$ cat src/hw/rtl/tq_pkg.sv
// Shared types, codes and constants for the timer queue.
// Used by tq_alu, the top level of the timer queue and the bench; depends on nothing.
`timescale 1ns / 1ps

package tq_pkg;

    localparam int TIMER_SLOTS_DEF = 64;
    localparam int CONNECTIONS_DEF = 256;
    localparam int MAX_OUT         = 64;
    localparam int N_W             = 7;
    localparam int TIME_W          = 40;
    localparam int TMO_W           = 24;
    localparam int CONN_W          = 8;
    localparam int HND_W           = 4;
    localparam int SERIAL_W        = 16;

    typedef enum logic [1:0] {
        MODE_ADD    = 2'd0,
        MODE_DELETE = 2'd1,
        MODE_FIND   = 2'd2,
        MODE_EXPIRE = 2'd3
    } mode_t;

    typedef enum logic [2:0] {
        KIND_ADD_DONE = 3'd0,
        KIND_DEL_DONE = 3'd1,
        KIND_WAIT     = 3'd2,
        KIND_EXPIRED  = 3'd3,
        KIND_NONE_DUE = 3'd4
    } kind_t;

    typedef enum logic [1:0] {
        ST_OK       = 2'd0,
        ST_FULL     = 2'd1,
        ST_NO_TIMER = 2'd2
    } status_t;

    typedef enum logic {
        ALU_ADD_SAT = 1'b0,
        ALU_SUB     = 1'b1
    } alu_op_t;

    typedef enum logic [3:0] {
        S_CLEAR,
        S_IDLE,
        S_ADD_SUM,
        S_ADD_RD,
        S_ADD_CMP,
        S_DEL_LT,
        S_DEL_LTW,
        S_DEL_RD,
        S_DEL_CMP,
        S_DROP_CHK,
        S_DROP_EV
    } state_t;

    typedef struct packed {
        logic [TIME_W-1:0]   deadline;
        logic [CONN_W-1:0]   conn;
        logic [HND_W-1:0]    hnd;
        logic [SERIAL_W-1:0] serial;
        logic                dead;
    } entry_t;

    typedef struct packed {
        logic                valid;
        logic [SERIAL_W-1:0] serial;
    } latest_t;

endpackage

$ cat src/hw/rtl/tq_alu.sv
// Shared 40-bit arithmetic unit: saturating add, or subtract with greater-than flag.
// Depends on tq_pkg.
`timescale 1ns / 1ps

module tq_alu (
    input  tq_pkg::alu_op_t             op,
    input  logic [tq_pkg::TIME_W-1:0]   a,
    input  logic [tq_pkg::TIME_W-1:0]   b,
    output logic [tq_pkg::TIME_W-1:0]   res,
    output logic                        gt
);
    import tq_pkg::*;

    logic [TIME_W:0] sum;
    logic [TIME_W:0] diff;

    always_comb
    begin
        sum  = {1'b0, a} + {1'b0, b};
        diff = {1'b0, a} - {1'b0, b};
        gt   = !diff[TIME_W] && (diff[TIME_W-1:0] != '0);
        case (op)
            ALU_ADD_SAT: res = sum[TIME_W] ? {TIME_W{1'b1}} : sum[TIME_W-1:0];
            ALU_SUB:     res = diff[TIME_W-1:0];
            default:     res = diff[TIME_W-1:0];
        endcase
    end

endmodule

$ cat config.mk
export PLATFORM = sky130hd
export DESIGN_NAME = tq_alu
export DESIGN_NICKNAME = d
export VERILOG_FILES = /design/src/hw/rtl/tq_pkg.sv /design/src/hw/rtl/tq_alu.sv
export SDC_FILE = /design/constraint.sdc
export NUM_CORES = 1
export LEC_CHECK = 0
export BUFFER_PORTS_ARGS = -buffer_cell sky130_fd_sc_hd__buf_2
export CORE_MARGIN = 4
export CORE_UTILIZATION = 54
export DETAILED_ROUTE_END_ITERATION = 10
export PLACE_DENSITY = 0.82
export SKIP_LAST_GASP = 1
export SYNTH_ARGS = -nofsm -noshare
export SYNTH_HDL_FRONTEND = slang
export SYNTH_SLANG_ARGS = --single-unit
$ cat constraint.sdc
create_clock -name vclk -period 8.4
set_input_delay 0.84 -clock vclk [all_inputs]
set_output_delay 0.84 -clock vclk [all_outputs]
set_load 0.005 [all_outputs]
==> Word-level counts from Yosys, hierarchy flattened <==
Cells that the tools add are included.
{ "totals": {"reg_bits": 0, "in_bits": 81, "out_inout_bits": 41, "word_cells": 8} }
{ "classes": {"addsub": 2, "mux": 2, "n_bitwise": 1, "reduce_logical": 3} }
{ "ops": {"columns": ["cell", "n"], "rows": [
  ["$pmux W40 S2", 1],
  ["$add A40 B40 Y41", 1],
  ["$sub A40 B40 Y41", 1],
  ["$mux W40", 1],
  ["$reduce_bool A40 Y1", 1],
  ["$logic_and A1 B1 Y1", 1],
  ["$logic_not A1 Y1", 1],
  ["$not A1 Y1", 1]
]} }

==> Longest topological paths before layout <==
Gate-level depths: netlist (run 1).
{ "depth": {"depth_word": 3, "ltp_mapped": 16, "ltp_nobuf": 14} }

==> Worst setup path before layout (run 1) <==
OpenSTA, ideal clock, no wires.
{ "synth_path": {"path_type": "input to output", "startpoint": "input port a[0] (netlist bit)", "endpoint": "output port gt", "t_arrival_ns": 3.660, "path_slack_ns": 3.900, "stages": 14, "path_cell_list": "inv_1 > ha_1 > fa_1 > nor2b_4 > o31ai_2 > a211o_2 > nand3_4 > a31oi_4 > o31a_2 > o31ai_4 > a31oi_2 > xnor2_1 > and2_1 > a41oi_1"} }
{ "synth_between": {"elab_chain_cells": 3} }
{ "synth_rtl": {"columns": ["item", "line_no", "source"], "rows": [
  ["from (decl)", "tq_alu.sv:7", "input logic [tq_pkg::TIME_W-1:0] a,"],
  ["$sub A40 B40 Y41 *", "tq_alu.sv:20", "diff = {1'b0, a} - {1'b0, b};"],
  ["$reduce_bool A40 Y1 or $logic_not A1 Y1 (tied branches)", "tq_alu.sv:21", "gt = !diff[TIME_W] && (diff[TIME_W-1:0] != '0);"],
  ["$logic_and A1 B1 Y1 *", "tq_alu.sv:21", null],
  ["to (decl)", "tq_alu.sv:10", "output logic gt"]
]} }
Every way passes the cells marked *; elsewhere a longest branch is shown, timed or not.

==> Worst setup path after layout (run 1) <==
{ "layout_path": {"startpoint": "input port a[2] (netlist bit)", "endpoint": "output port res[18] (netlist bit)"} }
{ "layout_between": {"elab_chain_cells": 3} }
{ "layout_rtl": {"columns": ["item", "line_no", "source"], "rows": [
  ["$add A40 B40 Y41", "tq_alu.sv:19", "sum = {1'b0, a} + {1'b0, b};"],
  ["$mux W40", "tq_alu.sv:23", "ALU_ADD_SAT: res = sum[TIME_W] ? {TIME_W{1'b1}} : sum[TIME_W-1:0];"],
  ["$pmux W40 S2 *", "tq_alu.sv:22", "case (op)"],
  ["to (decl)", "tq_alu.sv:9", "output logic [tq_pkg::TIME_W-1:0] res,"]
]} }
Marked as above.

==> results summary, run 1 <==
Summing all non-filler instances in the final layout gives an area of 0.00636 mm². The area of the die came out at 0.0126 mm². The layer carrying the most global-route usage is met2.

Buffers inserted to repair hold after CTS numbered 0. The post-cts sizing count is 0. The total power divided by cell area came out at 83.8 mW/mm².

The portion of the clock cycle consumed by the worst path in the final layout came out at 0.661. The number of hold violations in the final report is 0. The number of setup buffers added after CTS is 0. The worst hold path begins at b[0]. A synthesized cell averages 6.57 µm². For this configuration, the core starts out at a cell density of 0.560. The share of synthesized area in the top cell type comes to 0.171. Along the worst path, the maximum fanout reaches 61. The remaining antenna violation count after routing is 0. In the synthesized netlist, the cells that appear most often are nand2_1 (84), inv_1 (83), nor2_1 (83), ha_1 (80), a21oi_1 (74). The detailed router placed 6949 vias in this run. The number of nets in the synthesized netlist is 1054. The worst relative slew slack came out at 0.391. The first global-routing pass estimated 29200 µm of wire. The synthesized netlist occupies a cell area of 0.00586 mm².

The via density per instance is 6.35. The total global routing track utilization is 0.264. The critical path data arrival time is 4.71 ns. The number of distinct library cell variants in the gate-level netlist after synthesis is 94. After routing, the total negative slack on setup checks comes to 0 ns. The count of mapped cells out of synthesis is 891. The worst hold-check path type is input pin to primary output. The largest vdd supply drop is 0.0400 mV. The placer congestion estimate is 0.956. The max-slew violation count came out at 0. The die width came out at 112 µm.

In the post-synthesis netlist, the biggest area contributors are ha_1 (17%), a21oi_1 (6.3%), nand2_1 (5.4%). The startpoint kind of the worst setup timing path is an input pin. Subtracting the final worst setup slack from the clock period gives 5.55 ns. Registers take 0 µm². The share of the Yosys chip area taken by registers is 0. The number of detailed-route iterations in the first pass came out at 5.

The number of flip-flops and latches is 0. The most common cell in the synthesized netlist is nand2_1. The highest clock frequency the design can meet is 180 MHz.

The met3 capacity usage during global routing is 0.0259. The number of I/O pins is 122. The worst setup path is captured at a primary output. Relative to the synthesized area, the layout overhead comes to 8.65%. The initial antenna violation count is 0. Summed over all cells, the static leakage comes to 0.00285 µW.

Summed over all instances, the cell type with the most area after synthesis is ha_1. For this block, the initial DRC count from the detailed router was 652. The antenna diode instance count came out at 0. The area of the core is 0.0105 mm². The launching instance or port of the critical path is a[2]. The global-route congestion overflow total came out at 0.

The number of cells on the worst hold path is 4. Entering global routing, the biggest net connects 95 pins. The number of synthesis warnings came out at 0. The required time at the endpoint of the critical path is 7.56 ns.

The max capacitance violation total came out at 0. Row generation in the floorplan step produced 37 rows. The y dimension of the die is 112 µm.

In the routed design, unresolved DRC markers number 0. The flow ran to the end, and the final reports show no timing, DRC or antenna violations. The placed wire-length estimate came out at 14300 µm. The clock buffers instantiated in the layout total 0.

The overall routed net length is 18100 µm. The category of the critical setup timing path is input pin to primary output. Setup repair after global routing left no endpoint under its margin. The number of setup violations in the final report came out at 0. The met1 track demand over resource is 0.359.

At the pin with the least slew margin, the transition time is 0.914 ns. The share of layout cells above drive strength 1 came out at 0.186. The post-placement cell area is 0.00636 mm². The average wire per cell in the routed design came out at 16.5 µm. The count of nets after finishing is 1124.

For this run, global-route usage on met2 was measured as 0.445. The number of buffers added on ports came out at 122. The number of global-route vias before repair is 6216.
[kinds of logic (layout without fill, tap and decap cells)]
| family | after synthesis | in the layout | share of synthesized area |
|---|---|---|---|
| xor+xnor | 30 | 30 | 0.0449 |
| compound gates | 340 | 340 | 0.424 |
| mux | 1 | 1 | 0.00171 |
| simple gates | 292 | 292 | 0.244 |
| buf+inv | 146 | 214 | 0.108 |
| fa+ha+maj | 82 | 82 | 0.178 |
[power by group]
group | internal, µW | total [µW] | switching [µW]
clock | 0 | 0 | 0
sequential | 0 | 0 | 0
combinational | 210 | 533 | 324
total | 210 | 533 | 324
[through the flow]
step / hold WS [ns] / std cells / setup WS (ns) / power [µW] / utilization
global placement: 2.07 / 1095 / 2.98 / 516 / 0.608
floorplan: 1.85 / 891 / 3.90 / 387 / -
global route: 2.10 / 1095 / 2.58 / 585 / 0.608
finish: 2.07 / 1095 / 2.85 / 533 / 0.608
detailed placement: 2.08 / 1095 / 2.89 / 521 / 0.608
CTS: 2.08 / 1095 / 2.86 / 524 / 0.608
[final timing paths]
| kind | endpoint |
|---|---|
| hold / removal | res[0] |
| setup / recovery | res[18] |
[layer usage]
layer  vias to the layer above  wire, µm
met1                      3147      7670
met3                        47      1650
met5                         -         0
met2                       351      8260
li1                       3404         -
met4                         0       490
[cell type report]
type | count | area (µm²)
fillers | 1102 | 4100
inverters | 89 | 334
multi-input cells | 745 | 5230
well taps | 136 | 170
repair buffers | 125 | 633
[critical path, stage by stage]
cell      delay [ns]
buf_2           0.11
ha_1            0.41
nor2b_2         0.18
o221ai_1        0.15
a21oi_2         0.20
o211ai_2        0.13
a31oi_2         0.26
a31oi_1         0.22
o21ba_2         0.31
o311ai_1        0.25
a31o_2          0.38
buf_4           0.57
nor3_1          0.11
o32ai_1         0.37
buf_2           0.18
[cells in the final DEF (no fill, tap or decap), types with 12 or more instances in the layout]
master / count
a21o_1: 15
a21oi_1: 74
buf_2: 122
ha_1: 80
inv_1: 83
nand2_1: 84
nand3_1: 12
nor2_1: 83
nor3_1: 29
nor3b_1: 12
o21ai_0: 40
o21ai_1: 25
o21bai_1: 15
o22ai_1: 14
o311ai_1: 13
o31ai_1: 25
xnor2_1: 27
Note: power is estimated with default switching activity, not from simulation.
==> run 2, diff against run 1 <==
--- a/config.mk
+++ b/config.mk
@@ -7,9 +7,9 @@
 export LEC_CHECK = 0
 export BUFFER_PORTS_ARGS = -buffer_cell sky130_fd_sc_hd__buf_2
 export CORE_MARGIN = 4
-export CORE_UTILIZATION = 54
+export CORE_UTILIZATION = 53
 export DETAILED_ROUTE_END_ITERATION = 10
-export PLACE_DENSITY = 0.82
+export PLACE_DENSITY = 0.84
 export SKIP_LAST_GASP = 1
 export SYNTH_ARGS = -nofsm -noshare
 export SYNTH_HDL_FRONTEND = slang
==> constraint.sdc (replaced) <==
create_clock -name vclk -period 4.9
set_input_delay 0.49 -clock vclk [all_inputs]
set_output_delay 0.49 -clock vclk [all_outputs]
set_load 0.005 [all_outputs]
==> run 2 against run 1 <==
Worst setup slack worse by 2.6 ns. Non-clock buffer count grew 7. Combinational power increased by 75%. Sequential cell count unchanged. Sequential share of layout area unchanged. Global-route usage is 0.56 points higher. Worst hold slack worse by 0.70 ns. Largest power group unchanged.
==> results summary, run 2 (synthesis results as in run 1) <==
Outcome: finished, final reports clean (unchanged). The initial antenna violation count is 0 (unchanged). The maximum fanout along the worst path came to 13 (was 61). The y dimension of the die came out at 113 µm (was 112 µm). The post-CTS setup-driven buffer insertion count came out at 0 (unchanged). The slowest library cell on the worst path was ha_1 (was buf_4). The worst path in the final design needs a cycle of 4.62 ns, including I/O delays and setup. The critical path data arrival time is 4.13 ns (was 4.71 ns).

The required time at the endpoint of the critical path is 4.41 ns (was 7.56 ns). The delay of the slowest cell on the worst path came out at 0.54 ns (was 0.57 ns). Unrepaired setup endpoints after global routing: no (unchanged).

The slew at the pin closest to its max-slew limit came out at 0.900 ns (was 0.914 ns). The antenna diode instance count came out at 0 (unchanged). Worst path cell trace: buf_2 > inv_1 > ha_1 > nand2_1 > o21ai_1 > o21bai_1 > a21oi_1 > nor2_2 > xnor2_1 > or4_1 > nor4_1 > nand4_1 > nor4_1 > a41oi_1 > buf_2 (was buf_2 > ha_1 > nor2b_2 > o221ai_1 > a21oi_2 > o211ai_2 > a31oi_2 > a31oi_1 > o21ba_2 > o311ai_1 > a31o_2 > buf_4 > nor3_1 > o32ai_1 > buf_2). The placed wire-length estimate is 14600 µm (was 14300 µm). Most frequent cells in the layout: buf_2 (122), nand2_1 (84), inv_1 (83), nor2_1 (83), ha_1 (80) (unchanged). The number of buffers added on ports is 122 (unchanged).

The flip-flop and latch area is 0 µm² (unchanged). The total power divided by cell area came out at 145 mW/mm² (was 83.8 mW/mm²). The met3 wirelength from detailed routing came out at 1470 µm (was 1650 µm).

The initial standard-cell utilization of the core came to 0.540 (was 0.560). The met2 wire length came out at 8620 µm (was 8260 µm). The total negative slack is 0 ns (unchanged). The number of flip-flops and latches is 0 (unchanged). The critical path capture point was gt (was res[18]). The power dissipated by switching net loads is 567 µW (was 324 µW). The total global routing track utilization is 0.270 (was 0.264).

The share of layout cells above drive strength 1 is 0.192 (was 0.186). The number of detailed-route iterations in the first pass is 6 (was 5). The number of global-route vias before repair is 6653 (was 6216). The worst relative slew slack is 0.396 (was 0.391). The via density per instance came to 6.46 (was 6.35). The switching share of power came out at 0.606 (was 0.607). In the finished design, the share of the clock period the worst path needs comes to 0.943. The leakage power summed over all cells came to 0.00289 µW (was 0.00285 µW). The die width is 113 µm (was 112 µm). The max capacitance violation total came out at 0 (unchanged). The design internal power is 369 µW (was 210 µW).

The total via count in the routed design is 7142 (was 6949). The element type at the critical path end is a primary output (unchanged). The launching instance or port of the critical path is b[13] (was a[2]).

The number of setup violations in the final report came out at 0 (unchanged). The post-cts sizing count was 0 (unchanged). The category of the critical setup timing path is input pin to primary output (unchanged). The largest vdd supply drop came out at 0.0727 mV (was 0.0400 mV). The most common library cell in the layout ignoring fill and taps is buf_2 (unchanged). The logic gate share of total power came out at 1.000 (about the same). The number of core rows came to 38 (was 37). The max-slew violation count came to 0 (unchanged).

The sequential share of power was 0 (about the same). The global-route congestion overflow total came out at 0 (unchanged). The count of nets after finishing came out at 1131 (was 1124).

The number of hold violations in the final report is 0 (unchanged). The highest metal layer with signal wires is met4 (unchanged). The area of the die came to 0.0128 mm² (was 0.0126 mm²). The relative contribution of the clock network to total power came out at 0 (about the same). The maximum number of pins on one net before global-route repair came to 64 (was 95). The overall routed net length is 18400 µm (was 18100 µm).

The average wire per cell in the routed design is 16.6 µm (was 16.5 µm). The worst hold-check path type is input pin to primary output (unchanged). The startpoint kind of the worst setup timing path is an input pin (unchanged). The number of I/O pins is 122 (unchanged). The remaining routing DRC violations came out at 0 (unchanged). The layout clock buffer count came to 0 (unchanged). The first-pass GRT wire length is 30400 µm (was 29200 µm). The highest clock frequency the design can meet came out at 216 MHz. The wire length the detailed router placed on met1 came to 7810 µm (was 7670 µm). The area of the core is 0.0108 mm² (was 0.0105 mm²). The remaining antenna violation count after routing was 0 (unchanged). The count of routing violations after the opening detailed-route iteration came out at 714 (was 652). The placer congestion estimate came out at 0.985 (was 0.956).

The post-route core utilization is 0.593 (was 0.608). The layout overhead on the synthesized area came out at 9.85% (was 8.65%). The hold-fix buffer count after cts was 0 (unchanged).
==> run 2: metrics by stage <==
| step | hold WS [ns] | cells | setup slack [ns] | total power, µW | area (µm²) |
|---|---|---|---|---|---|
| final | 1.37 | 1106 | 0.279 | 935 | 6430 |
| after detailed placement | 1.37 | 1106 | 0.419 | 910 | 6430 |
| after global placement | 1.37 | 1106 | 0.388 | 898 | 6430 |
| after CTS | 1.37 | 1106 | 0.380 | 915 | 6430 |
| after global routing | 1.41 | 1106 | 0.00834 | 1020 | 6430 |
| after floorplan | 1.15 | 891 | 1.10 | 663 | 5860 |
==> run 2: power groups by stage <==
stage               clock network (µW)  logic, µW  registers, µW
floorplan                            0        663              0
global placement                     0        898              0
detailed placement                   0        910              0
CTS                                  0        915              0
global route                         0       1020              0
finish                               0        935              0
==> run 2: worst max-delay path: cells and delay by family <==
family,cells,cell delay [ns]
buf+inv,3,0.28
compound gates,4,1.00
xor+xnor,1,0.14
simple gates,6,1.66
fa+ha+maj,1,0.54
==> run 2: how the worst min path moves through the flow <==
stage,start,endpoint,slack (ns),cells after the start
after floorplan,b[0],res[0],1.15,2
after global placement,b[0],res[0],1.37,4
after detailed placement,b[0],res[0],1.37,4
after CTS,b[0],res[0],1.37,4
after global routing,b[0],res[0],1.41,4
final,b[0],res[0],1.37,4
==> run 2: area by class of cell <==
type                       instances  area (µm²)
fill                            1086        4410
inverter                          89         334
multi-input combinational        745        5230
tap                              140         175
timing repair buffer             132         698
==> run 2: metal layers <==
layer,up-vias,GRT usage
li1,3424,-
met3,50,0.0289
met2,364,0.461
met4,0,0.0817
met5,-,0
met1,3304,0.356
