`config.mk`:
```
export PLATFORM = sky130hd
export DESIGN_NAME = tq_ram
export DESIGN_NICKNAME = d
export VERILOG_FILES = /design/src/hw/rtl/tq_ram.sv
export SDC_FILE = /design/constraint.sdc
export NUM_CORES = 1
export LEC_CHECK = 0
export BUFFER_PORTS_ARGS = -buffer_cell sky130_fd_sc_hd__buf_4
export CAP_MARGIN = 20
export CELL_PAD_IN_SITES_DETAIL_PLACEMENT = 0
export CELL_PAD_IN_SITES_GLOBAL_PLACEMENT = 1
export CORE_ASPECT_RATIO = 0.9
export CORE_MARGIN = 3
export CORE_UTILIZATION = 58
export CTS_BUF_LIST = sky130_fd_sc_hd__clkbuf_8
export CTS_CLUSTER_SIZE = 8
export DETAILED_ROUTE_END_ITERATION = 10
export GPL_TIMING_DRIVEN = 0
export PLACE_DENSITY = 0.79
export SLEW_MARGIN = 20
export SYNTH_ARGS = -nofsm -noshare
export SYNTH_HDL_FRONTEND = slang
export SYNTH_SLANG_ARGS = --single-unit
```
`constraint.sdc`:
```
create_clock -name clk -period 2.18 [get_ports clk]
set_input_delay 0 -clock clk [delete_from_list [all_inputs] [get_ports clk]]
set_output_delay 0 -clock clk [all_outputs]
set_load 0.005 [all_outputs]
```
`src/hw/rtl/tq_ram.sv`:
```
// Generic single-port-write, single-port-read RAM with registered read.
// Depends on nothing.
`timescale 1ns / 1ps

module tq_ram #(
    parameter int WIDTH = 8,
    parameter int DEPTH = 64
) (
    input  logic                     clk,
    input  logic                     we,
    input  logic [$clog2(DEPTH)-1:0] waddr,
    input  logic [WIDTH-1:0]         wdata,
    input  logic                     re,
    input  logic [$clog2(DEPTH)-1:0] raddr,
    output logic [WIDTH-1:0]         rdata
);

    logic [WIDTH-1:0] mem_reg [DEPTH];
    logic [WIDTH-1:0] rdata_reg;

    always_ff @(posedge clk)
    begin
        if (we)
        begin
            mem_reg[waddr] <= wdata;
        end
        if (re)
        begin
            rdata_reg <= mem_reg[raddr];
        end
    end

    assign rdata = rdata_reg;

endmodule

```
Word level (Yosys, flattened, before mapping)
Memories as Yosys holds them, arrays and structs flattened. A register that Yosys moved wholly into a read port is not among the register bits. Cells that the tools add are included.

Mux-type cells: 2.

Operators with widths (number): two-way mux 1 bit (2).

Register bits: 0. RAM bits: 512. Bits of input ports: 23. Logic and storage cells: 3. Memories kept: 1.

Memories: mem_reg (words 64, width 8, read ports 1, clocked after Yosys merged registers in 1, wr ports 1, line 18) `logic [WIDTH-1:0] mem_reg [DEPTH];`.

Logic depth before layout (Yosys ltp)
Gate-level depths: netlist of run 1.

Depth after elaboration: 2. Gate-level depth with buffers: 9.

Least setup slack after synthesis of run 1
Ideal clock, no wire load.

Path type: register to register. Start point: mem mem_reg[29][4]. End point: reg rdata_reg[4] (netlist: rdata[4]) (read register of mem_reg), data pin. Arrival: 1.560 ns. Required time: 1.910 ns. Setup slack: 0.350 ns. Stages on the path, launching flop included: 6. Buffers on the path: 0. Cells stage by stage: edfxtp_1 -> mux4_2 -> mux2_2 -> o221a_2 -> nor3_1 -> o32ai_1.

RTL lines: start: declaration (line 18); end: declaration (line 19) `logic [WIDTH-1:0] rdata_reg;`.

==> results by group, run 1 <==
Routing
  – DR vias: between 10,000 and 15,000
  – DR vias/cell: ~6.5
  – Routed len/inst: 30.2 um
  – Antenna-violating nets left: 0
  – Initial DRC Count: ~1,200
  – DRC viols: 0
  – Routed wire length: 47,100 um
  – 1st-pass router iterations: 7

Clock network
  – CTS Sinks: 520
  – Worst-Skew Late Latency: 0.62 ns
  – CTS tree: done
  – Clock buffer depth: 3
  – Num CTS Buffers: 81
  – CTS clk-pin slew, worst paths: about 0.060 ns
  – Htree depth: 3
  – Setup repair bufs after CTS: 0
  – Clk root buf: clkbuf_8

Synthesis
  – Register area share after synthesis: around 77%
  – Syn_nets: 963
  – Top-area cell type share of the netlist area: between 70% and 80%
  – Largest family of logic cells by synthesized area: multiplexers
  – Multiplexer share of the synthesized area: 15.9%
  – Asr flop ratio synth: 0%
  – Post-synth EDFFs: 520
  – Dominant cell type by area after synthesis: edfxtp_1
  – FF+latch count, synth: 520
  – Synth Cell Area: 20,200 um^2
  – Post-Synth Adder-Cell Area: 0%
  – Post-synthesis simple-gate area fraction: 3.37%
  – Post-synthesis cell count: 940
  – Synth unique cells: 39
  – Synth top area cells: edfxtp_1 77%, mux4_2 14%, nor2_1 1.5%
  – Yosys warns: 0
  – Complex-gate fraction of the synthesized area: under 10%
  – Post-synthesis xor/xnor area fraction: 0%
  – Syn_area_per_cell: 21.5 um^2
  – Synth Flop Type: edfxtp_1

Cells and area
  – Syn-to-layout area delta: 10.9%
  – Non-filler cells in the finished layout: 1,559
  – Final Util: 65.7%
  – ANT cells: 0
  – Max FFs per register: 512
  – Nets@finish: 1,078
  – Share of layout cells above drive strength 1: 26.5%

Worst setup path
  – Kind of critical path: flop to flop
  – Worst reg2reg startpoint: mem_reg[3][3]$_DFFE_PP_
  – CP required: 2.48 ns
  – CP top delay family: compound AO/OA/AOI/OAI gates
  – Flop2flop setup slack: -0.02 ns
  – CP max stage cell: a2111oi_0
  – Crit Path Max Fanout: 1
  – Worst path max stage delay: between 0.6 and 0.7 ns
  – Worst EP arrival: 2.50 ns
  – R2r worst-path depth: 4
  – Startpoint Class: flop
  – Crit path cell chain: mux4_2 -> nor2b_1 -> a2111oi_0 -> o41ai_2
  – Crit Reg-Reg Endpoint: rdata[3]$_DFFE_PP_
  – WP buf/inv: 0
  – Critical Path Sink Type: flop

Floorplanning
  – Initial core utilization: 59.2%
  – Num ports: 31
  – Core ar.: 34,200 um^2
  – Die Width: 203 um
  – # rows: 64
  – Die Ht: approximately 180 um
  – Die footprint: 37,200 um^2

Flow run
  – MaxCap Viol Count: 0

Outcome
  – Outcome: complete, but fails checks
  – Failing checks: negative setup slack

Placed design
  – Final RePlAce weighted congestion: 0.918
  – Port Buffers: 22
  – Post-Place Cells: 1,424
  – Half-perimeter wire length after placement: 29,700 um

Timing
  – Final period utilization: 101%
  – Unrepaired setup endpoints after global routing: yes
  – Highest clock rate: 454 MHz
  – Setup Viol. Count Final: 2
  – Fin crit period: 2.20 ns
  – Slew HR: 35.6%
  – Final slew viol count: 0
  – Worst Slack Setup Final: -0.0236 ns
  – Slew at the pin closest to its max-slew limit: 0.962 ns
  – Worst Skew: 0.0310 ns
  – Final Hold Fails: 0

Pwr
  – Leak: 7.06 nW
  – P per Cell Area: 857 nW/um^2
  – Worst vdd ir: approximately 420 uV

Hold path
  – Hold Path Stages: 3
  – Hold path startpoint: waddr[0]
  – Hold endpoint: mem_reg[49][1]$_DFFE_PP_
  – Hold/Removal Path Class: primary input to flop

Global routing
  – First-pass GRT wire length: 69,300 um
  – Global route overflow: 0
  – Vias in the first global route: 10,100
  – Largest net degree at the start of global routing: 65
  – Initial antenna violation count: 0
  – Tot GR Track Use: around a quarter
## layout make-up
class,count,area [um^2]
flip-flops and latches,520,15600
fillers,2256,11700
multi-input cells,369,4350
clock buffers,85,1170
well taps,462,578
plain buffers,51,323
repair buffers,32,265
clock inverters,40,160
## through the flow
stage / hold WS (ns) / power [W] / TNS (ns) / cell area (um^2) / setup WS [ns]
3_5_place_dp: 0.357 / 0.0124 / -8.81 / 21000 / -0.774
3_3_place_gp: 0.357 / 0.0124 / -5.21 / 21000 / -0.768
6_report: 0.0435 / 0.0193 / -0.0327 / 22500 / -0.0236
2_1_floorplan: 0.0989 / 0.0119 / 0 / 20200 / 0.350
4_1_cts: 0.0149 / 0.0194 / 0 / 22400 / 0.00216
5_1_grt: 0.0510 / 0.0199 / -0.149 / 22500 / -0.128
## cells in the final DEF (no fill, tap or decap), types with 3 or more instances in the layout
cell,synthesis,final
edfxtp_1,520,520
clkinv_1,0,14
a221oi_1,6,6
nand2_1,19,19
mux4_2,126,126
buf_4,13,35
clkbuf_1,17,15
nand3b_1,3,3
nor3_1,7,3
nor2_1,83,83
inv_1,0,22
mux2i_1,23,23
a22oi_1,3,3
buf_1,4,3
nor3_2,0,4
nor2b_1,14,14
a21oi_1,3,3
a211oi_1,4,4
mux2_2,13,13
o22ai_1,8,8
buf_2,11,10
dlygate4sd3_1,0,10
clkbuf_2,0,3
clkbuf_8,0,85
buf_6,4,4
nand3_1,13,13
o2111ai_1,3,3
o2bb2ai_1,3,3
nand2b_1,7,7
o221ai_1,8,8
## worst max path at each step
| stage | start | endpoint | slack [ns] | cells past startpoint |
|---|---|---|---|---|
| 2_1_floorplan | mem_reg[29][4]$_DFFE_PP_ | rdata[4]$_DFFE_PP_ | 0.35 | 5 |
| 3_3_place_gp | raddr[2] | rdata[3]$_DFFE_PP_ | -0.77 | 7 |
| 3_5_place_dp | raddr[2] | rdata[3]$_DFFE_PP_ | -0.77 | 7 |
| 4_1_cts | mem_reg[20][6]$_DFFE_PP_ | rdata[6]$_DFFE_PP_ | 0.002 | 5 |
| 5_1_grt | mem_reg[2][3]$_DFFE_PP_ | rdata[3]$_DFFE_PP_ | -0.13 | 4 |
| 6_report | mem_reg[3][3]$_DFFE_PP_ | rdata[3]$_DFFE_PP_ | -0.02 | 4 |
## per-layer routing
metal | up-vias | share of wire, % | GRT usage [%]
li1 | 4160 | - | -
met1 | 5295 | 41 | 40.6
met2 | 604 | 44 | 38.0
met3 | 94 | 11 | 6.51
met4 | 0 | 3.3 | 8.28
met5 | - | 0 | 0
## timing repair
action | 4_1_cts | 5_1_grt
gates resized for setup | 3 | 8
endpoints found under the setup margin | 4 | 4
hold buffers | 10 | 0
endpoints found under the hold margin | 424 | 0
## cell families after synthesis
kind of cell,after synthesis
flops,520
mux,162
buf+inv,51
simple gates,153
compound gates,54
## cell usage after synthesis, types with 4 or more instances
library cell and number:
buf_6 4, o221ai_1 8, a221oi_1 6, mux2_2 13
mux2i_1 23, nand2_1 19, nor2b_1 14, buf_4 13
mux4_2 126, buf_2 11, nand3_1 13, edfxtp_1 520
o22ai_1 8, nor3_1 7, nand2b_1 7, buf_1 4
a211oi_1 4, clkbuf_1 17, nor2_1 83
## worst register-to-register path: stages, from the launching register on
cell and delay, ns:
edfxtp_1 0.35, mux4_2 0.50, nor2b_1 0.18, a2111oi_0 0.67
o41ai_2 0.21
## report_power, final
part           leakage [nW]  switching [W]  internal (W)
combinational          1.62       0.000712      0.000416
clock                 0.758        0.00348       0.00353
sequential             4.69      0.0000190        0.0111
total                  7.06        0.00421        0.0150
Note: power is estimated with default switching activity, not from simulation.
==> run 2, diff against run 1 <==
--- a/config.mk
+++ b/config.mk
@@ -17,6 +17,7 @@
 export DETAILED_ROUTE_END_ITERATION = 10
 export GPL_TIMING_DRIVEN = 0
 export PLACE_DENSITY = 0.79
+export SKIP_CTS_REPAIR_TIMING = 1
 export SLEW_MARGIN = 20
 export SYNTH_ARGS = -nofsm -noshare
 export SYNTH_HDL_FRONTEND = slang
==> results by group, run 2 (same netlist as run 1, synthesis figures left out) <==
Routing
  – DRC viols: 0 (unchanged)
  – Initial DRC Count: 1,146 (-3.4%)
  – Routed len/inst: 30.3 um (+0.24%)
  – DR vias/cell: 6.46 (-0.79%)
  – Routed wire length: 47,200 um (+0.11%)
  – 1st-pass router iterations: 6 (-1)
  – Antenna-violating nets left: 0 (unchanged)
  – DR vias: 10,100 (-0.92%)

Clock network
  – CTS Sinks: 520 (unchanged)
  – CTS tree: done
  – Htree depth: 3 (unchanged)
  – Clk root buf: clkbuf_8
  – Worst-Skew Late Latency: 0.62 ns (about the same)
  – Clock buffer depth: 3 (unchanged)
  – Num CTS Buffers: 81 (unchanged)
  – CTS clk-pin slew, worst paths: 0.06 ns (about the same)

Cells and area
  – Syn-to-layout area delta: 10.9% (about the same)
  – Max FFs per register: 512 (unchanged)
  – Most frequent cells in the layout: 520 x edfxtp_1, 126 x mux4_2, 85 x clkbuf_8, 83 x nor2_1, 35 x buf_4
  – Most common cell after layout, fill and taps aside: edfxtp_1
  – ANT cells: 0 (unchanged)
  – Nets@finish: 1,076 (-0.19%)
  – Share of layout cells above drive strength 1: 26.7% (+0.14 points)

Floorplanning
  – # rows: 64 (unchanged)
  – Die footprint: 37,200 um^2 (unchanged)
  – Die Width: 203 um (unchanged)
  – Die Ht: 183 um (unchanged)
  – Initial core utilization: 59.2% (unchanged)
  – Num ports: 31 (unchanged)
  – Core ar.: 34,200 um^2 (unchanged)

Hold path
  – Hold endpoint: mem_reg[1][6]$_DFFE_PP_
  – Hold Path Stages: 1 (-2)
  – Hold/Removal Path Class: primary input to flop
  – Hold path startpoint: wdata[6]

Global routing
  – Initial antenna violation count: 0 (unchanged)
  – Vias in the first global route: 10,100 (-0.28%)
  – Tot GR Track Use: 26.3% (-0.044 points)
  – Global route overflow: 0 (unchanged)
  – Largest net degree at the start of global routing: 65 (unchanged)
  – First-pass GRT wire length: 69,000 um (-0.37%)

Outcome
  – Outcome: complete, but fails checks
  – Failing checks: negative hold slack, negative setup slack

Timing
  – Fin crit period: 2.18 ns (-0.0195 ns)
  – Final Hold Fails: 34 (+34)
  – Setup Viol. Count Final: 1 (-1)
  – Final slew viol count: 0 (unchanged)
  – Highest clock rate: 458 MHz (+0.89%)
  – Worst Skew: 0.0319 ns (+0.000892 ns)
  – Final hold slack: -0.0206 ns (-0.0642 ns)
  – Final period utilization: 100% (-0.90 points)
  – Worst Slack Setup Final: -0.00412 ns (+0.0195 ns)
  – Slew at the pin closest to its max-slew limit: 0.948 ns (-0.0137 ns)
  – Slew HR: 36.5% (+0.92 points)

Worst setup path
  – Critical Path Sink Type: flop
  – Worst EP arrival: 2.49 ns (about the same)
  – Flop2flop setup slack: -0.004 ns (+0.02 ns)
  – Worst path max stage delay: 0.66 ns (about the same)
  – R2r worst-path depth: 4 (unchanged)
  – Startpoint Class: flop
  – Crit Path Max Fanout: 1 (unchanged)
  – Crit Reg-Reg Endpoint: rdata[3]$_DFFE_PP_
  – CP required: 2.48 ns (about the same)
  – Kind of critical path: flop to flop
  – Worst reg2reg startpoint: mem_reg[3][3]$_DFFE_PP_
  – Crit path cell chain: mux4_2 -> nor2b_1 -> a2111oi_0 -> o41ai_2
  – CP max stage cell: a2111oi_0

Flow run
  – MaxCap Viol Count: 0 (unchanged)

Pwr
  – Power Internal: 0.0150 W (about the same)
  – Sw Share: 21.9% (about the same)
  – Comb pwr share: 5.9% (about the same)
  – Worst vdd ir: 422 uV (-0.55%)
  – P per Cell Area: 858 nW/um^2 (about the same)
  – Share of power burned in registers: 57.7% (about the same)
  – Leak: 7.06 nW (about the same)
  – P_sw: 0.00421 W (about the same)
  – Clock power share: 36.4% (about the same)

Placed design
  – Half-perimeter wire length after placement: 29,700 um (unchanged)
  – Port Buffers: 22 (unchanged)
  – Final RePlAce weighted congestion: 0.918 (unchanged)
  – Pre-CTS WS: -0.774 ns (unchanged)
run 2: area by class of cell:
class | count | area (um^2)
Sequential cell | 520 | 15600
Multi-Input combinational cell | 369 | 4360
Clock buffer | 85 | 1170
Buffer | 51 | 323
Tap cell | 462 | 578
Clock inverter | 40 | 160
Timing Repair Buffer | 30 | 245
Fill cell | 2255 | 11700
run 2: worst max-delay path by stage:
stage,startpoint,end,slack (ns),depth (start not counted)
after CTS,raddr[2],rdata[3]$_DFFE_PP_,-0.16,7
after floorplan,mem_reg[29][4]$_DFFE_PP_,rdata[4]$_DFFE_PP_,0.35,5
final,mem_reg[3][3]$_DFFE_PP_,rdata[3]$_DFFE_PP_,-0.004,4
after global routing,mem_reg[2][3]$_DFFE_PP_,rdata[3]$_DFFE_PP_,-0.002,4
after detailed placement,raddr[2],rdata[3]$_DFFE_PP_,-0.77,7
after global placement,raddr[2],rdata[3]$_DFFE_PP_,-0.77,7
run 2: metrics by stage:
| step | TNS [ns] | utilization [%] | cells | area [um^2] | power, W |
|---|---|---|---|---|---|
| after detailed placement | -8.81 | 61.4 | 1424 | 21000 | 0.0124 |
| after floorplan | 0 | - | 940 | 20200 | 0.0119 |
| after CTS | -0.427 | 65.3 | 1549 | 22300 | 0.0193 |
| after global routing | -0.00184 | 65.7 | 1557 | 22500 | 0.0199 |
| after global placement | -5.21 | 61.4 | 1424 | 21000 | 0.0124 |
| final | -0.00412 | 65.7 | 1557 | 22500 | 0.0193 |
run 2: per-layer routing:
metal	vias up	part of all wire, %	track usage [%]
met5	-	0	0
met4	0	3.2	8.15
met3	98	10	6.80
met2	549	44	37.9
met1	5255	42	40.4
li1	4158	-	-
run 2: worst max-delay path, delay by kind of cell (launching register included):
kind,cells,cell delay [ns]
multiplexers,1,0.49
AO/OA/AOI/OAI,2,0.87
flip-flops,1,0.35
AND/OR/NAND/NOR,1,0.18
run 2: power groups by stage:
stage	registers, W	logic, W	clock network [W]
2_1_floorplan	0.0113	0.000590	0
3_3_place_gp	0.0113	0.00108	0
3_5_place_dp	0.0113	0.00110	0
4_1_cts	0.0111	0.00110	0.00712
5_1_grt	0.0111	0.00119	0.00759
6_report	0.0111	0.00113	0.00701
==> run 3, diff against run 2 <==
--- a/config.mk
+++ b/config.mk
@@ -7,16 +7,16 @@
 export LEC_CHECK = 0
 export BUFFER_PORTS_ARGS = -buffer_cell sky130_fd_sc_hd__buf_4
 export CAP_MARGIN = 20
-export CELL_PAD_IN_SITES_DETAIL_PLACEMENT = 0
-export CELL_PAD_IN_SITES_GLOBAL_PLACEMENT = 1
+export CELL_PAD_IN_SITES_DETAIL_PLACEMENT = 2
+export CELL_PAD_IN_SITES_GLOBAL_PLACEMENT = 2
 export CORE_ASPECT_RATIO = 0.9
 export CORE_MARGIN = 3
-export CORE_UTILIZATION = 58
+export CORE_UTILIZATION = 52
 export CTS_BUF_LIST = sky130_fd_sc_hd__clkbuf_8
 export CTS_CLUSTER_SIZE = 8
 export DETAILED_ROUTE_END_ITERATION = 10
 export GPL_TIMING_DRIVEN = 0
-export PLACE_DENSITY = 0.79
+export PLACE_DENSITY = 0.78
 export SKIP_CTS_REPAIR_TIMING = 1
 export SLEW_MARGIN = 20
 export SYNTH_ARGS = -nofsm -noshare
==> results by group, run 3 (same netlist as run 1, synthesis figures left out) <==
Timing
  – Fin crit period: 2.29 ns (+0.108 ns)
  – Final period utilization: 105% (+5.0 points)
  – Worst Skew: 0.0362 ns (+0.00432 ns)
  – Unrepaired setup endpoints after global routing: yes
  – Highest clock rate: 436 MHz (-4.7%)
  – Worst Slack Setup Final: -0.112 ns (-0.108 ns)
  – Final slew viol count: 0 (unchanged)
  – Setup Viol. Count Final: 6 (+5)
  – Final Hold Fails: 0 (-100%)
  – Slew at the pin closest to its max-slew limit: 1.06 ns (+0.116 ns)
  – Slew HR: 28.8% (-7.7 points)

Floorplanning
  – Initial core utilization: 53.6% (-5.7 points)
  – # rows: 67 (+4.7%)
  – Die Width: 214 um (+5.4%)
  – Num ports: 31 (unchanged)
  – Core ar.: 37,800 um^2 (+11%)
  – Die footprint: 41,300 um^2 (+11%)
  – Die Ht: 193 um (+5.4%)

Clock network
  – CTS Sinks: 520 (unchanged)
  – CTS clk-pin slew, worst paths: 0.06 ns (about the same)
  – Htree depth: 3 (unchanged)
  – Clk root buf: clkbuf_8
  – Num CTS Buffers: 83 (+2.5%)
  – Clock buffer depth: 3 (unchanged)
  – CTS tree: done
  – Worst-Skew Late Latency: 0.69 ns (+0.07 ns)

Routing
  – Routed wire length: 69,100 um (+46%)
  – DR vias/cell: 6.99 (+8.2%)
  – Antenna-violating nets left: 0 (unchanged)
  – Initial DRC Count: 1,835 (+60%)
  – DR vias: 11,300 (+13%)
  – Routed len/inst: 42.6 um (+40%)
  – 1st-pass router iterations: 5 (-1)
  – DRC viols: 0 (unchanged)

Outcome
  – Outcome: complete, but fails checks
  – Failing checks: negative setup slack

Worst setup path
  – CP required: 2.55 ns (+0.07 ns)
  – Flop2flop setup slack: -0.03 ns (-0.03 ns)
  – CP max stage cell: clkbuf_1
  – Kind of critical path: primary input to flop
  – Crit path cell chain: buf_4 -> clkbuf_1 -> clkbuf_1 -> clkbuf_2 -> nand3_1 -> nand3_1 -> o32ai_4
  – R2r worst-path depth: 5 (+1)
  – Startpoint Class: primary input
  – Worst path depth: 7 (+3)
  – Worst EP arrival: 2.66 ns (+0.17 ns)
  – CP top delay family: buffers and inverters
  – Critical Path Sink Type: flop
  – Worst path max stage delay: 0.72 ns (+0.06 ns)
  – WP buf/inv: 4 (+4)
  – Crit Path Max Fanout: 10 (+9)

Placed design
  – Port Buffers: 22 (unchanged)
  – Post-Place Cells: 1,479 (+3.9%)
  – Half-perimeter wire length after placement: 40,900 um (+38%)
  – Final RePlAce weighted congestion: 0.880 (-4.1%)

Cells and area
  – Nets@finish: 1,080 (+0.37%)
  – Final Util: 60.2% (-5.5 points)
  – Most frequent cells in the layout: 520 x edfxtp_1, 126 x mux4_2, 87 x clkbuf_8, 77 x nor2_1, 35 x buf_4
  – ANT cells: 0 (unchanged)
  – Share of layout cells above drive strength 1: 28.9% (+2.2 points)
  – Most common cell after layout, fill and taps aside: edfxtp_1
  – Max FFs per register: 512 (unchanged)
  – Syn-to-layout area delta: 12.3%
  – Non-filler cells in the finished layout: 1,622 (+4.2%)

Global routing
  – First-pass GRT wire length: 97,200 um (+41%)
  – Vias in the first global route: 11,800 (+17%)
  – Largest net degree at the start of global routing: 65 (unchanged)
  – Tot GR Track Use: 34.2% (+8.0 points)
  – Global route overflow: 0 (unchanged)
  – Initial antenna violation count: 3 (+3)

Pwr
  – Worst vdd ir: 646 uV (+53%)
  – Leak: 7.14 nW (+1.1%)
  – Total power: 0.0203 W (+5.2%)
  – P per Cell Area: 891 nW/um^2 (+3.8%)

Hold path
  – Hold/Removal Path Class: primary input to flop
  – Hold Path Stages: 3 (+2)

Flow run
  – MaxCap Viol Count: 0 (unchanged)
run 3: cell type report:
| class | count | area (um^2) |
|---|---|---|
| sequential | 520 | 15600 |
| buffer | 51 | 330 |
| timing repair buffer | 32 | 265 |
| fill | 2972 | 15100 |
| clock buffer | 87 | 1200 |
| clock inverter | 46 | 185 |
| multi-input combinational | 369 | 4510 |
| tap | 517 | 647 |
run 3: power breakdown:
group	internal, W	switching [W]
combinational	0.000440	0.000887
clock	0.00364	0.00417
sequential	0.0111	0.0000325
run 3: final timing paths:
kind / start / end
max reg2reg: mem_reg[12][2]$_DFFE_PP_ / rdata[2]$_DFFE_PP_
max: raddr[4] / rdata[6]$_DFFE_PP_
min reg2reg: mem_reg[23][1]$_DFFE_PP_ / rdata[1]$_DFFE_PP_
min: we / mem_reg[48][1]$_DFFE_PP_
run 3: per-stage QoR:
step                      hold slack, ns  setup WS (ns)  TNS (ns)  instance area (um^2)
after floorplan                   0.0989          0.350         0                 20200
after global placement             0.338         -0.896    -16.83                 21100
after detailed placement           0.351          -1.09    -84.32                 21100
after CTS                         -0.371         -0.372     -2.01                 22500
after global routing              0.0504        -0.0329    -0.116                 22700
final                             0.0571         -0.112    -0.366                 22700
run 3: layer usage:
layer	share of wire [%]	track usage [%]	vias to the layer above
met5	0.039	0	-
met4	4.1	14.0	4
met3	9.7	7.16	177
met2	47	53.6	908
met1	39	48.0	6092
li1	-	-	4161
run 3: tightest hold or removal path, cell delays in order:
cell	delay, ns
buf_4	0.15
nand4b_1	0.22
nor3_2	0.16
